<file path="src/sv/bcfc_pkg.sv">
// Shared types and constants for the banded circulant fully connected unit.
// Used by the channel interfaces, front end, command queue and back end.
// No dependencies.
package bcfc_pkg;

  // Field widths fixed by the item format
  localparam int OPC_W   = 2;
  localparam int IDX_W   = 6;
  localparam int VAL_W   = 32;
  localparam int Q88_W   = 16;
  localparam int LEN_W   = 7;
  localparam int CFG_A_W = 2;

  // Accumulator: 127 products of 2^30 plus a 32-bit bias fit in 40 bits
  localparam int ACC_W = 40;

  // Command queue between front and back
  localparam int QUEUE_DEPTH = 4;
  localparam int QUEUE_PTR_W = $clog2(QUEUE_DEPTH);
  localparam int QUEUE_CNT_W = $clog2(QUEUE_DEPTH + 1);

  // Request opcodes
  localparam logic [OPC_W-1:0] OP_WEIGHT = 2'd0;
  localparam logic [OPC_W-1:0] OP_BIAS   = 2'd1;
  localparam logic [OPC_W-1:0] OP_ACT    = 2'd2;

  // Configuration register indexes
  localparam logic [CFG_A_W-1:0] CFG_IN_LEN     = 2'd0;
  localparam logic [CFG_A_W-1:0] CFG_OUT_LEN    = 2'd1;
  localparam logic [CFG_A_W-1:0] CFG_WINDOW_LEN = 2'd2;

  // Classified command kinds
  typedef enum logic [1:0] {
    CMD_WEIGHT,
    CMD_BIAS,
    CMD_ACT
  } cmd_kind_t;

  // One queued command
  typedef struct packed {
    cmd_kind_t         kind;
    logic              wr_en;
    logic              start;
    logic [IDX_W-1:0]  row;
    logic [IDX_W-1:0]  col;
    logic [VAL_W-1:0]  value;
  } cmd_t;

endpackage

</file>
<file path="src/sv/bcfc_queue.sv">
// Short command queue between front and back end.
// Depends on bcfc_pkg for the command type and depth.
module bcfc_queue (
  input  logic           clk,
  input  logic           rst_n,
  input  logic           push,
  input  bcfc_pkg::cmd_t push_cmd,
  output logic           full,
  input  logic           pop,
  output bcfc_pkg::cmd_t head,
  output logic           empty
);

  bcfc_pkg::cmd_t                     slots_r [bcfc_pkg::QUEUE_DEPTH];
  logic [bcfc_pkg::QUEUE_PTR_W-1:0]   wr_ptr_r;
  logic [bcfc_pkg::QUEUE_PTR_W-1:0]   rd_ptr_r;
  logic [bcfc_pkg::QUEUE_CNT_W-1:0]   count_r;
  logic [bcfc_pkg::QUEUE_CNT_W-1:0]   count_nxt;

  assign full  = count_r == bcfc_pkg::QUEUE_CNT_W'(bcfc_pkg::QUEUE_DEPTH);
  assign empty = count_r == '0;
  assign head  = slots_r[rd_ptr_r];

  // Track fill level
  always_comb begin
    count_nxt = count_r;
    if (push && !pop) begin
      count_nxt = count_r + 1'b1;
    end else if (pop && !push) begin
      count_nxt = count_r - 1'b1;
    end
  end

  // Advance pointers
  always_ff @(posedge clk) begin
    if (!rst_n) begin
      wr_ptr_r <= '0;
      rd_ptr_r <= '0;
      count_r  <= '0;
    end else begin
      if (push) begin
        wr_ptr_r <= wr_ptr_r + 1'b1;
      end
      if (pop) begin
        rd_ptr_r <= rd_ptr_r + 1'b1;
      end
      count_r <= count_nxt;
    end
  end

  // Hold payload
  always_ff @(posedge clk) begin
    if (push) begin
      slots_r[wr_ptr_r] <= push_cmd;
    end
  end

  a_no_overflow: assert property (@(posedge clk) disable iff (!rst_n)
    full && !pop |-> !push)
    else $error("queue pushed while full");

  a_no_underflow: assert property (@(posedge clk) disable iff (!rst_n)
    empty |-> !pop)
    else $error("queue popped while empty");

endmodule

</file>
<file path="config.mk">
export PLATFORM = sky130hd
export DESIGN_NAME = bcfc_queue
export DESIGN_NICKNAME = d
export VERILOG_FILES = /design/src/sv/bcfc_pkg.sv /design/src/sv/bcfc_queue.sv
export SDC_FILE = /design/constraint.sdc
export NUM_CORES = 1
export LEC_CHECK = 0
export BUFFER_PORTS_ARGS = -buffer_cell sky130_fd_sc_hd__buf_2
export CAP_MARGIN = 20
export CORE_UTILIZATION = 35
export DETAILED_ROUTE_END_ITERATION = 6
export GPL_TIMING_DRIVEN = 0
export HOLD_SLACK_MARGIN = 0.12
export PLACE_DENSITY = 0.64
export SYNTH_ARGS = -nofsm -noshare
export SYNTH_HDL_FRONTEND = slang
export SYNTH_SLANG_ARGS = --single-unit
</file>
<file path="constraint.sdc">
create_clock -name clk -period 3 [get_ports clk]
set_input_delay 0.45 -clock clk [delete_from_list [all_inputs] [get_ports clk]]
set_output_delay 0.45 -clock clk [all_outputs]
set_load 0.01 [all_outputs]
</file>
Word-level counts from Yosys, hierarchy flattened

Memory sizes are Yosys's and may differ from the RTL's. A register that Yosys moved wholly into a read port is not among the register bits.
Cells that the tools add are included.

Reduce and logical (&&, ||, !) cells: 6
Eq/ne operators: 1
Add/sub/neg operators: 4
Mux-type cells: 6

Operators with widths:

| kind                                             | number |
|---|---|
| 2-to-1 mux 3 bit                                 | 2 |
| adder 2 x 1 -> 2 bit, second input constant      | 2 |
| 2-to-1 mux 2 bit                                 | 2 |
| adder 3 x 1 -> 3 bit, second input constant      | 1 |
| equality test 3 bit, second input constant       | 1 |
| zero test 3 bit                                  | 1 |
| subtractor 3 x 1 -> 3 bit, second input constant | 1 |
| logical AND 1 bit                                | 2 |
| zero test 1 bit                                  | 2 |
| 2-to-1 mux 1 bit                                 | 2 |
| nonzero test 2 bit                               | 1 |

Flip-flop bits (word level): 7
RAM bits: 192
Memories: 1
Output and inout bits: 50
Input bits: 52
Word-level logic and storage cells: 21

Memory list:

| name    | depth | bits a word | rd ports | clocked after memory_dff | write ports | line             | text |
|---|---|---|---|---|---|---|---|
| slots_r | 4     | 48          | 1        | 1                        | 1           | bcfc_queue.sv:14 | `bcfc_pkg::cmd_t slots_r [bcfc_pkg::QUEUE_DEPTH];` |

Depth between registers and ports, before layout

Word-level depth: 4
Gate-level depth with buffers: 7
Depth with buffers taken out: 7

Worst setup path after synthesis

OpenSTA, ideal clock, no wires.

Path kind: reg2reg
From: register wr_ptr_r[0] (netlist name)
To: memory slots_r[2][0] (netlist name), enable pin
Clock period less this slack: 2098 ps
Library setup time: 410 ps
Arrival: 1688 ps
Stages on the path, launching flop included: 4
Path slack: 902 ps
Path buffers: 0
Data required time: 2590 ps
Cell sequence: dfxtp_1 -> inv_1 -> ha_1 -> and2_1

RTL lines:

| what                     | line             | text |
|---|---|---|
| start: declaration       | bcfc_queue.sv:15 | `logic [bcfc_pkg::QUEUE_PTR_W-1:0] wr_ptr_r;` |
| start signal: assignment | bcfc_queue.sv:42 | `wr_ptr_r <= wr_ptr_r + 1'b1;` |
| end: declaration         | bcfc_queue.sv:14 |  |

Straight into the memory's write port.

==> results.py <==
metrics = {
    "finish": {
        "final_common_cell": "edfxtp_1",
        "fin_cells": 704,
        "diodes": 0,
        "syn2layout_area_growth_pct": 21.2,
        "layout-drive-gt1-share": 0.447,
        "n_fill_cell": 1793,
        "fin_nets": 476,
        "final_cell_mix": "edfxtp_1, buf_2, mux4_2, clkbuf_16, dfxtp_1",
        "fin_area_mm2": 0.00892,
    },
    "timing": {
        "period_share": 0.821,
        "finalWorstSetupSlack_ns": 0.536,
        "drv_slew": 0,
        "skew_ns": 0.0154,
        "holdWs_ns": 0.169,
        "fin_crit_ns": 2.46,
        "maxSlewHeadroom": 0.467,
        "finalSetupViolCount": 0,
        "worst_pin_slew_ns": 0.799,
        "max_freq_mhz": 406,
        "hold_violations": 0,
        "rsz0062_at_grt": "false",
    },
    "global_routing": {
        "grt_start_max_net_pins": 49,
        "grt_pass1_wl_um": 21000,
        "busiest_layer": "met2",
        "grt_pass1_vias": 3774,
        "grt_use_met1": 0.159,
        "grt_util_met3": 0.0307,
        "grtUsageMet2": 0.222,
        "grtUsageTotal": 0.128,
        "antenna_found_initial": 0,
        "grt-ovfl-total": 0,
    },
    "synth": {
        "seq_area_frac_synth": 0.807,
        "syn-instance-count": 293,
        "synth_nets": 351,
        "synth_cell_types": 21,
        "yosys_register_bits": 201,
        "synth.cell_area_mm2": 0.00736,
        "syn_avg_cell_area_um2": 25.1,
        "yosys_warnings": 0,
    },
    "worst_setup_path": {
        "critPathLaunchType": "register",
        "worstPathCellList": "buf_2, buf_2, mux4_2, buf_2",
        "critPathArrivalTime_ns": 2.01,
        "criticalPathCategory": "reg2out",
        "path_delay_family": "buffers and inverters",
        "cp_num_buf_inv": 3,
        "cp.required_ns": 2.55,
        "crit_top_cell": "buf_2",
        "critPathMaxFanout": 10,
        "crit_path_top_delay_cell": "mux4_2",
        "cpPeakStageDelay_ns": 0.36,
        "endpoint_kind": "output pin",
    },
    "place": {
        "dp_hpwl_um": 7850,
        "gp_congestion": 0.649,
        "pre_cts_ws_ns": 0.976,
        "place.port_buffers": 101,
        "place_inst": 664,
        "dpl_cell_area_mm2": 0.00822,
    },
    "power": {
        "peakVddDrop_uv": 521,
        "power.leakage_nw": 3.03,
        "finalPower_mw": 6.46,
        "powerDensity_mw_per_mm2": 724,
    },
    "floorplan": {
        "start_util": 0.360,
        "dieArea_mm2": 0.0216,
        "design.core.area_mm2": 0.0204,
        "ios": 102,
        "die_x_um": 147,
        "dieHeight_um": 147,
        "rows": 52,
    },
    "clocking": {
        "postCtsSetupBuffers": 0,
        "clk_latency_ns": 0.49,
        "post_cts_resized": 0,
        "cts_hold_buf": 0,
        "clock-sinks": 201,
        "h-tree-depth": 1,
        "cts_tree": "yes",
        "cts_buffer_depth": 3,
        "cts_buffers": 22,
        "clk_pin_slew_ns": 0.06,
        "cts_root_buf": "clkbuf_16",
    },
    "detailed_routing": {
        "routedWlPerCell_um": 18.8,
        "ant_nets": 0,
        "viasPerCell": 4.75,
        "drc": 0,
        "drt_first_pass_iters": 4,
        "vias": 3346,
        "drt-total-wl_um": 13300,
        "drt_iter0_drc": 176,
    },
    "run_status": {
        "status": "completed",
    },
    "flow_run": {
        "drv_cap": 0,
    },
    "hold_path": {
        "hp-class": "in2reg",
    },
}
[kinds of logic after synthesis]
group | after synthesis | synth area share
flops | 201 | 0.807
mux | 50 | 0.150
simple gates | 15 | 0.0124
buf+inv | 14 | 0.0117
fa+ha+maj | 6 | 0.0112
xor+xnor | 5 | 0.00595
compound gates | 2 | 0.00170
[stage by stage]
stage | util | TNS [ns]
2_1_floorplan | - | 0
3_3_place_gp | 0.402 | -38.16
3_5_place_dp | 0.402 | 0
4_1_cts | 0.437 | 0
5_1_grt | 0.437 | 0
6_report | 0.437 | 0
[report_power, final]
group | switching [mW] | leakage (nW) | internal, mW
sequential | 0.0368 | 1.84 | 3.22
combinational | 0.319 | 0.842 | 0.282
clock | 1.03 | 0.345 | 1.57
total | 1.38 | 3.03 | 5.07
[worst register-to-register path, stage by stage (launching register included)]
cell	delay (ns)
dfxtp_1	0.40
ha_1	0.18
and2_4	0.65
[area by class of cell]
| cell class | instances | area (um^2) | area share |
|---|---|---|---|
| plain buffers | 10 | 71.3 | 0.00799 |
| flip-flops and latches | 201 | 5950 | 0.666 |
| multi-input cells | 78 | 1340 | 0.150 |
| well taps | 270 | 338 | 0.0379 |
| repair buffers | 101 | 505 | 0.0566 |
| clock inverters | 13 | 116 | 0.0130 |
| inverters | 4 | 15.0 | 0.00168 |
| clock buffers | 27 | 591 | 0.0662 |
[cells in the mapped netlist, drive strengths merged]
cell / instances / share of area
or3: 1 / 0.00085
nor3: 1 / 0.00068
a21boi: 1 / 0.0010
edfxtp: 192 / 0.78
fa: 1 / 0.0027
inv: 4 / 0.0020
buf: 8 / 0.0087
mux2i: 2 / 0.0027
dfxtp: 9 / 0.024
ha: 5 / 0.0085
xnor2: 2 / 0.0024
xor2: 3 / 0.0036
nor2b: 2 / 0.0017
and2: 9 / 0.0076
mux4: 48 / 0.15
nand2: 1 / 0.00051
nor3b: 1 / 0.0010
o21ai: 1 / 0.00068
clkbuf: 2 / 0.0010
[worst paths after layout]
check | startpoint | end | slack [ns] | cells after the start
setup / recovery | register | head[29] | 0.54 | 4
setup reg to reg | wr_ptr_r[0] | slots_r[3][17] | 1.33 | 2
hold reg to reg | count_r[2] | count_r[2] | 0.53 | 2
hold / removal | push_cmd[3] | slots_r[3][3] | 0.17 | 1
[metal layers]
metal | wire length, um | vias to the layer above
met2 | 6750 | 89
met1 | 5510 | 1739
li1 | - | 1493
met3 | 714 | 25
met4 | 287 | 0
met5 | 0 | -
[registers in the layout, indices dropped and copies added (netlist names), named ones only]
register  count
count_r       3
rd_ptr_r      2
slots_r     192
wr_ptr_r      2
Note: power is estimated with default switching activity, not from simulation.
